[src/sv/phdc_pkg.sv]
// shared types and constants for the packet header decoder with crc-32 checks
package phdc_pkg;

  // byte position counter and extended compare width
  localparam int unsigned PosW  = 16;
  localparam int unsigned PosXW = PosW + 1;
  localparam logic [PosW-1:0] PosMax = '1;

  // field widths
  localparam int unsigned LenW = 15;
  localparam int unsigned WinW = 5;
  localparam int unsigned CrcW = 32;

  // crc-32, reflected form
  localparam logic [CrcW-1:0] CrcPoly = 32'hEDB8_8320;
  localparam logic [CrcW-1:0] CrcInit = 32'hFFFF_FFFF;

  // the truncated bit is masked out of byte 0 before it enters the header crc
  localparam logic [7:0] FirstByteCrcMask = 8'hDF;

  // header layout, offsets before the long-length adjustment
  localparam logic [PosXW-1:0] HdrCrcStart = 17'd7;
  localparam logic [PosXW-1:0] HdrEnd      = 17'd11;
  localparam logic [PosXW-1:0] CrcBytes    = 17'd4;

  // configuration register reset values
  localparam logic [WinW-1:0] WindowLimitRst  = 5'd31;
  localparam logic [LenW-1:0] PayloadLimitRst = 15'd512;

  // configuration register indexes
  typedef enum logic [0:0] {
    CfgWindowLimit  = 1'b0,
    CfgPayloadLimit = 1'b1
  } cfg_reg_e;

  // result status codes
  typedef enum logic [2:0] {
    StOk           = 3'd0,
    StInconsistent = 3'd1,
    StNoHeader     = 3'd2,
    StType         = 3'd3,
    StWindow       = 3'd4,
    StLength       = 3'd5,
    StCrc          = 3'd6
  } status_e;

  // one decoded packet result
  typedef struct packed {
    status_e          status;
    logic [1:0]       pkt_type;
    logic             truncated;
    logic [WinW-1:0]  window;
    logic [LenW-1:0]  payload_length;
    logic [7:0]       seqnum;
    logic [31:0]      timestamp;
    logic [CrcW-1:0]  header_crc;
    logic [CrcW-1:0]  payload_crc;
    logic             payload_crc_checked;
  } res_t;

endpackage

[src/sv/packet_header_decoder_crc32_top.sv]
// Packet deframer with header and payload CRC-32 checks.
// Input channel: one packet byte per word (data_byte_i) with last_byte_i on the
// final byte; in_valid_i/in_ready_o. Output channel: one result word per packet,
// status and decoded fields, out_valid_o/out_ready_i. Configuration channel:
// cfg_valid_i/cfg_ready_o with cfg_index_i (0 window limit, 1 payload limit)
// and cfg_data_i; always ready, write only while no packet is in flight.
// Throughput: one byte per cycle while no final byte stalls, set by the
// byte-wide CRC-32 update that sits between the input register and the packet state
// registers. An accepted byte is processed from the input register into the
// packet state; a last byte also loads the result register and out_valid_o.
// Reset: packet state clears, window limit returns to 31 and payload limit to
// 512, both channels empty.
// Receiver stall: non-final bytes keep flowing; a final byte waits in the input
// register while the previous result is still held, and the input stalls only
// behind it.
module packet_header_decoder_crc32_top (
  input  logic                      clk_i,
  input  logic                      rst_ni,
  input  logic                      in_valid_i,
  output logic                      in_ready_o,
  input  logic [7:0]                data_byte_i,
  input  logic                      last_byte_i,
  output logic                      out_valid_o,
  input  logic                      out_ready_i,
  output logic [2:0]                status_o,
  output logic [1:0]                pkt_type_o,
  output logic                      truncated_o,
  output logic [phdc_pkg::WinW-1:0] window_o,
  output logic [phdc_pkg::LenW-1:0] payload_length_o,
  output logic [7:0]                seqnum_o,
  output logic [31:0]               timestamp_o,
  output logic [phdc_pkg::CrcW-1:0] header_crc_o,
  output logic [phdc_pkg::CrcW-1:0] payload_crc_o,
  output logic                      payload_crc_checked_o,
  input  logic                      cfg_valid_i,
  output logic                      cfg_ready_o,
  input  logic [0:0]                cfg_index_i,
  input  logic [phdc_pkg::LenW-1:0] cfg_data_i
);
  import phdc_pkg::*;

  logic            in_valid_q;
  logic [7:0]      in_data_q;
  logic            in_last_q;
  logic            out_valid_q;
  res_t            res_q, res;
  logic            out_free, fire;
  logic [WinW-1:0] window_limit_q;
  logic [LenW-1:0] payload_limit_q;

  // handshake control
  assign out_free   = !out_valid_q || out_ready_i;
  assign fire       = in_valid_q && (!in_last_q || out_free);
  assign in_ready_o = !in_valid_q || fire;

  // input register
  always_ff @(posedge clk_i or negedge rst_ni) begin
    if (!rst_ni) begin
      in_valid_q <= 1'b0;
    end else if (in_ready_o) begin
      in_valid_q <= in_valid_i;
    end
  end

  always_ff @(posedge clk_i) begin
    if (in_valid_i && in_ready_o) begin
      in_data_q <= data_byte_i;
      in_last_q <= last_byte_i;
    end
  end

  // configuration registers
  assign cfg_ready_o = 1'b1;

  always_ff @(posedge clk_i or negedge rst_ni) begin
    if (!rst_ni) begin
      window_limit_q  <= WindowLimitRst;
      payload_limit_q <= PayloadLimitRst;
    end else if (cfg_valid_i) begin
      unique case (cfg_reg_e'(cfg_index_i))
        CfgWindowLimit:  window_limit_q  <= cfg_data_i[WinW-1:0];
        CfgPayloadLimit: payload_limit_q <= cfg_data_i;
        default: ;
      endcase
    end
  end

  phdc_parser u_parser (
    .clk_i           (clk_i),
    .rst_ni          (rst_ni),
    .step_i          (fire),
    .data_i          (in_data_q),
    .last_i          (in_last_q),
    .window_limit_i  (window_limit_q),
    .payload_limit_i (payload_limit_q),
    .res_o           (res)
  );

  // result register
  always_ff @(posedge clk_i or negedge rst_ni) begin
    if (!rst_ni) begin
      out_valid_q <= 1'b0;
    end else if (fire && in_last_q) begin
      out_valid_q <= 1'b1;
    end else if (out_ready_i) begin
      out_valid_q <= 1'b0;
    end
  end

  always_ff @(posedge clk_i) begin
    if (fire && in_last_q) begin
      res_q <= res;
    end
  end

  // result word ports
  assign out_valid_o           = out_valid_q;
  assign status_o              = res_q.status;
  assign pkt_type_o            = res_q.pkt_type;
  assign truncated_o           = res_q.truncated;
  assign window_o              = res_q.window;
  assign payload_length_o      = res_q.payload_length;
  assign seqnum_o              = res_q.seqnum;
  assign timestamp_o           = res_q.timestamp;
  assign header_crc_o          = res_q.header_crc;
  assign payload_crc_o         = res_q.payload_crc;
  assign payload_crc_checked_o = res_q.payload_crc_checked;

endmodule

[src/sv/phdc_crc8.sv]
// byte-wide crc-32 update, reflected polynomial
module phdc_crc8 (
  input  logic [phdc_pkg::CrcW-1:0] crc_i,
  input  logic [7:0]                data_i,
  output logic [phdc_pkg::CrcW-1:0] crc_o
);
  import phdc_pkg::*;

  // eight shift and conditional xor steps
  always_comb begin
    logic [CrcW-1:0] c;
    c = crc_i ^ {{(CrcW-8){1'b0}}, data_i};
    for (int i = 0; i < 8; i++) begin
      c = (c >> 1) ^ (CrcPoly & {CrcW{c[0]}});
    end
    crc_o = c;
  end

endmodule

[src/sv/phdc_parser.sv]
// per-packet state: header field decode, crc regions and final status
module phdc_parser (
  input  logic                      clk_i,
  input  logic                      rst_ni,
  input  logic                      step_i,
  input  logic [7:0]                data_i,
  input  logic                      last_i,
  input  logic [phdc_pkg::WinW-1:0] window_limit_i,
  input  logic [phdc_pkg::LenW-1:0] payload_limit_i,
  output phdc_pkg::res_t            res_o
);
  import phdc_pkg::*;

  logic [PosW-1:0]  pos_q;
  logic             l_q, l_d;
  logic [LenW-1:0]  len_q, len_d;
  logic [7:0]       b0_q, b0_d;
  logic [7:0]       seq_q, seq_d;
  logic [31:0]      ts_q, ts_d;
  logic [CrcW-1:0]  crc_q, crc_d;
  logic [CrcW-1:0]  rcv_q, rcv_d;
  logic [CrcW-1:0]  hcv_q, hcv_d;
  logic             err_q, err_d;

  logic [PosXW-1:0] p_x, l_x, ts_off, n;
  logic [PosXW-1:0] hdr_crc_end, rx_end, pay_end, tail_end, need;
  logic [7:0]       crc_data;
  logic [CrcW-1:0]  crc_upd, rcv_shift, pcrc;
  logic             chk;
  status_e          status;

  assign p_x    = {1'b0, pos_q};
  assign ts_off = p_x - (17'd3 + {{(PosXW-1){1'b0}}, l_q});

  // header field decode
  always_comb begin
    b0_d  = b0_q;
    l_d   = l_q;
    len_d = len_q;
    seq_d = seq_q;
    ts_d  = ts_q;
    priority if (pos_q == 16'd0) begin
      b0_d = data_i;
    end else if (pos_q == 16'd1) begin
      l_d   = data_i[7];
      len_d = data_i[7] ? {data_i[6:0], 8'h00} : {8'h00, data_i[6:0]};
    end else if (pos_q == 16'd2 && l_q) begin
      len_d[7:0] = data_i;
    end else if (p_x == 17'd2 + {{(PosXW-1){1'b0}}, l_q}) begin
      seq_d = data_i;
    end else if (p_x >= 17'd3 + {{(PosXW-1){1'b0}}, l_q} &&
                 p_x <= 17'd6 + {{(PosXW-1){1'b0}}, l_q}) begin
      unique case (ts_off[1:0])
        2'd0: ts_d[7:0]   = data_i;
        2'd1: ts_d[15:8]  = data_i;
        2'd2: ts_d[23:16] = data_i;
        2'd3: ts_d[31:24] = data_i;
        default: ts_d = ts_q;
      endcase
    end else begin
      // past the header fields, nothing to capture
      ts_d = ts_q;
    end
  end

  // region boundaries, with the freshly decoded length flag and length
  assign l_x         = {{(PosXW-1){1'b0}}, l_d};
  assign hdr_crc_end = HdrCrcStart + l_x;
  assign rx_end      = HdrEnd - 17'd1 + l_x;
  assign pay_end     = HdrEnd + l_x + {{(PosXW-LenW){1'b0}}, len_d};
  assign tail_end    = pay_end + CrcBytes;

  assign crc_data  = (pos_q == 16'd0) ? (data_i & FirstByteCrcMask) : data_i;
  assign rcv_shift = {rcv_q[CrcW-9:0], data_i};

  phdc_crc8 u_crc8 (
    .crc_i  (crc_q),
    .data_i (crc_data),
    .crc_o  (crc_upd)
  );

  // crc regions: header crc, received header crc, payload crc, received payload crc
  always_comb begin
    crc_d = crc_q;
    rcv_d = rcv_q;
    hcv_d = hcv_q;
    err_d = err_q;
    priority if (p_x < hdr_crc_end) begin
      crc_d = crc_upd;
      if (p_x == hdr_crc_end - 17'd1) begin
        hcv_d = ~crc_upd;
        crc_d = CrcInit;
      end
    end else if (p_x <= rx_end) begin
      rcv_d = rcv_shift;
      if (p_x == rx_end && rcv_shift != hcv_q) begin
        err_d = 1'b1;
      end
    end else if (p_x < pay_end) begin
      crc_d = crc_upd;
    end else if (p_x < tail_end) begin
      rcv_d = rcv_shift;
    end else begin
      // trailing bytes enter no crc
      rcv_d = rcv_q;
    end
  end

  // final status, first matching rule wins
  assign n    = p_x + 17'd1;
  assign chk  = (len_d != '0) && !b0_d[5];
  assign need = chk ? tail_end : pay_end;
  assign pcrc = ~crc_d;

  always_comb begin
    priority if (n < HdrCrcStart) begin
      status = StNoHeader;
    end else if (n < HdrEnd) begin
      status = StInconsistent;
    end else if (b0_d[7:6] == 2'd0) begin
      status = StType;
    end else if (b0_d[4:0] > window_limit_i) begin
      status = StWindow;
    end else if (len_d > payload_limit_i) begin
      status = StLength;
    end else if (n < HdrEnd + l_x) begin
      status = StInconsistent;
    end else if (err_d) begin
      status = StCrc;
    end else if (n < need) begin
      status = StInconsistent;
    end else if (chk && rcv_d != pcrc) begin
      status = StCrc;
    end else begin
      status = StOk;
    end
  end

  // the payload crc is reported only when the comparison was made
  logic checked;
  assign checked = chk && !err_d && (n >= need) && (n >= HdrEnd + l_x) &&
                   (status == StOk || status == StCrc);

  always_comb begin
    res_o.status              = status;
    res_o.pkt_type            = b0_d[7:6];
    res_o.truncated           = b0_d[5];
    res_o.window              = b0_d[4:0];
    res_o.payload_length      = len_d;
    res_o.seqnum              = seq_d;
    res_o.timestamp           = ts_d;
    res_o.header_crc          = hcv_d;
    res_o.payload_crc         = checked ? pcrc : '0;
    res_o.payload_crc_checked = checked;
  end

  // packet state, cleared after the last byte
  always_ff @(posedge clk_i or negedge rst_ni) begin
    if (!rst_ni) begin
      pos_q <= '0;
      l_q   <= 1'b0;
      len_q <= '0;
      b0_q  <= '0;
      seq_q <= '0;
      ts_q  <= '0;
      crc_q <= CrcInit;
      rcv_q <= '0;
      hcv_q <= '0;
      err_q <= 1'b0;
    end else if (step_i) begin
      if (last_i) begin
        pos_q <= '0;
        l_q   <= 1'b0;
        len_q <= '0;
        b0_q  <= '0;
        seq_q <= '0;
        ts_q  <= '0;
        crc_q <= CrcInit;
        rcv_q <= '0;
        hcv_q <= '0;
        err_q <= 1'b0;
      end else begin
        pos_q <= (pos_q != PosMax) ? pos_q + 16'd1 : pos_q;
        l_q   <= l_d;
        len_q <= len_d;
        b0_q  <= b0_d;
        seq_q <= seq_d;
        ts_q  <= ts_d;
        crc_q <= crc_d;
        rcv_q <= rcv_d;
        hcv_q <= hcv_d;
        err_q <= err_d;
      end
    end
  end

endmodule

[config.mk]
export PLATFORM = sky130hd
export DESIGN_NAME = packet_header_decoder_crc32_top
export DESIGN_NICKNAME = d
export VERILOG_FILES = /design/src/sv/phdc_pkg.sv /design/src/sv/packet_header_decoder_crc32_top.sv /design/src/sv/phdc_crc8.sv /design/src/sv/phdc_parser.sv
export SDC_FILE = /design/constraint.sdc
export NUM_CORES = 1
export LEC_CHECK = 0
export CAP_MARGIN = 20
export CORE_MARGIN = 3
export CORE_UTILIZATION = 30
export DETAILED_ROUTE_END_ITERATION = 8
export DONT_BUFFER_PORTS = 1
export PLACE_DENSITY = 0.51
export SLEW_MARGIN = 10
export SYNTH_ARGS = -nofsm -noshare
export SYNTH_HDL_FRONTEND = slang
export SYNTH_SLANG_ARGS = --single-unit
[constraint.sdc]
create_clock -name clk_i -period 12.1 [get_ports clk_i]
set_input_delay 0.605 -clock clk_i [delete_from_list [all_inputs] [get_ports clk_i]]
set_output_delay 0.605 -clock clk_i [all_outputs]
set_load 0.01 [all_outputs]
==> results.cfg <==
[logic_synthesis]
yosysSeqAreaShare_pct = 49.45
synth.top_cells.by_count = 161 x dfrtp_1, 144 x nand2_1, 140 x edfxtp_1
synth-compound-area-share_pct = 15.96
synth.area.mux_share_pct = 5.275
syn_inst = 1696
async_flop_share_pct = 58.70
synth_top_family_by_area = compound AO/OA/AOI/OAI gates
post_synthesis_share_of_cell_area_spent_on_xor_and_xnor_gates_pct = 8.908
synth_ff_type = dfrtp_1
area_of_the_mapped_netlist_um2 = 18670
synth_area_leaders = edfxtp_1 23%, dfrtp_1 22%, xnor2_1 6.5%, a22o_1 5.8%, ha_1 5.7%
yosysMostFrequentCell = dfrtp_1
synth-simple-area-share_pct = 11.03
yosysTopAreaCell = edfxtp_1
ys_types = 75
synth-edff-count = 140
synth_adder_area_share_pct = 5.912
yosysTopAreaCellShare_pct = 22.52
avgSynthCellArea_um2 = 11.01
yosys_warnings = 0
ys_ff_latch = 339

[final_layout]
final_design_area_no_fill_um2 = 21060
antenna_cells_inserted = 0
fin_nets = 1800
final_layout_size_suffix_gt1_share_pct = 12.65
flow.area_growth_from_synthesis_pct = 12.79
post-route-util_pct = 34.56

[sta]
hold_violations = 0
fmaxAchievable_mhz = 97.69
fin_tns_setup_ns = 0
worst_slew_pin_slew_ns = 1.233
timing.max_slew.rel_slack_pct = 17.79
timing.final.crit_share_pct = 84.60
setup_violations = 0
rsz0062_at_grt = no
fin_worst_hold_slack_ns = 0.04334
skew_ns = 0.03239
post-route-min-period_ns = 10.24
drv_slew = 0

[global_route]
antenna_violations_before_repair = 0
grt_pass1_wl_mm = 92.09
globalRouteOverflowTotal = 0
gr-usage-all-layers_pct = 18.37
number_of_global_route_vias_before_repair = 13750
maximum_number_of_pins_on_one_net_before_global_route_repair = 200

[clock_tree]
clk_pin_slew_worst_paths_ns = 0.07
num_cts_buffers = 41
cts_root_buf = clkbuf_16
cts.repair.resized = 0
clk-insertion-delay-late_ns = 0.57
clock-sinks = 339
ctsHtreeMaxLevel = 2
cts.path.max_buffers = 3
tritoncts = done

[critical_path]
timing.rr.end = status_o[2]
critical_path.startpoint_type = flip-flop
crit_path_max_fanout = 41
crit_path_arrival_time_ns = 10.55
crit_type = reg -> reg
data_required_time_at_the_worst_endpoint_ns = 12.42
critical_path_launch_point = u_parser.pos_q[1]
worst_r2r_startpoint = u_parser.pos_q[1]
slowest_delay_ns = 0.65
reg2reg_slack_ns = 1.86
critical-path-slowest-cell = a21oi_1
reg2regPathDepth = 33
timing.critical_path.to_type = flip-flop
crit_end = status_o[2]
path_common_cell = nand2_1

[status]
run_status = finished clean

[drt]
routedWlPerCell_um = 23.95
detail_route.drc_violations = 0
via_per_inst = 5.359
routed_wl_mm = 60.91
first_pass_iters = 5
detail-route-antenna-nets = 0
via_count = 13630
drt-initial-drc-count = 931

[power]
static-leakage-power_nw = 8.438
finalPower_mw = 4.913
power_per_cell_area_nw_per_um2 = 233.3
power.ir.vdd_worst_mv = 0.1330

[floorplan]
placeableCoreArea_um2 = 60920
ioPinCount = 164
initial_core_utilization_pct = 30.64
die_width_um = 255.5
placementRows = 90
die_height_um = 255.5
dieArea_um2 = 65250

[job]
max-cap-violations = 0

[worst_hold_path]
hold_path.class = in -> async

[placement]
detailedPlacementHpwl_mm = 43.16
placement.io_buffers = 0
globalplace.congestion = 0.9484
post_placement_cell_area_um2 = 19620
## final cells by class
class	instances	area (um^2)
Fill cell	6082	39860
Clock buffer	53	1102
Sequential cell	339	9231
Inverter	68	260.3
Tap cell	828	1036
Multi-Input combinational cell	1196	8832
Timing Repair Buffer	37	295.3
Clock inverter	22	299.0
## layer usage
layer / GRT usage (%) / routed length [um]
met5: 0 / 0
met4: 6.050 / 1946
met3: 3.100 / 3003
met2: 29.97 / 29060
met1: 24.84 / 26900
## cell families (layout without fill, tap and decap cells)
| family | after synthesis | after routing |
|---|---|---|
| mux | 91 | 91 |
| other cells | 1 | 2 |
| simple gates | 414 | 414 |
| buf+inv | 162 | 180 |
| compound gates | 413 | 413 |
| xor+xnor | 189 | 189 |
| flops | 339 | 339 |
| fa+ha+maj | 87 | 87 |
## per-stage QoR
| stage | setup WS, ns | cells |
|---|---|---|
| 6_report | 1.863 | 2543 |
| 5_1_grt | 0.9767 | 2543 |
| 4_1_cts | 2.025 | 2542 |
| 3_5_place_dp | 2.104 | 2466 |
| 3_3_place_gp | 2.404 | 2466 |
| 2_1_floorplan | 3.901 | 1697 |
## critical path, delay by kind of cell, from the launching register on
family          cells  cell delay (ns)
compound gates     10             3.01
xor+xnor            3             0.63
fa+ha+maj           3             0.94
buf+inv             3             1.02
flops               1             0.58
mux                 1             0.29
simple gates       13             3.46
## report_power, final
group | total (mW) | switching (mW) | internal (mW) | leakage [nW]
clock network | 1.29 | 0.516 | 0.778 | 0.665
registers | 1.46 | 0.113 | 1.35 | 3.96
logic | 2.16 | 1.39 | 0.771 | 3.82
total | 4.91 | 2.02 | 2.90 | 8.44
## state kept, by name (all words and copies together) (netlist names), 15 cells and up
| name | count |
|---|---|
| header_crc_o | 32 |
| payload_crc_o | 32 |
| timestamp_o | 32 |
| u_parser.crc_q | 32 |
| u_parser.hcv_q | 32 |
| u_parser.rcv_q | 32 |
| u_parser.ts_q | 32 |
| u_parser.pos_q | 16 |
| payload_length_o | 15 |
| payload_limit_q | 15 |
| u_parser.len_q | 15 |
## repair_timing
action,4_1_cts,5_1_grt
hold endpoints to repair,199,0
setup buffers,0,0
hold buffers,1,0
## worst min path at each step
stage	from	cells past startpoint	to
floorplan	rst_ni	0	in_valid_q
global placement	rst_ni	0	payload_limit_q[12]
detailed placement	rst_ni	0	payload_limit_q[13]
CTS	data_byte_i[3]	0	in_data_q[3]
global route	data_byte_i[5]	0	in_data_q[5]
finish	rst_ni	1	u_parser.len_q[6]
## layout by cell type, fill, tap and decap left out, drive strengths merged, types with 37 or more instances in the layout
| cell type | n |
|---|---|
| dfrtp | 161 |
| nand2 | 144 |
| edfxtp | 140 |
| xnor2 | 139 |
| a22o | 124 |
| o21ai | 103 |
| ha | 85 |
| nor2 | 84 |
| inv | 71 |
| mux2 | 59 |
| clkbuf | 53 |
| xor2 | 50 |
| a21oi | 45 |
| dfstp | 38 |
| nand3 | 37 |
| buf | 37 |
No activity file was read; power rests on OpenSTA's default activity.
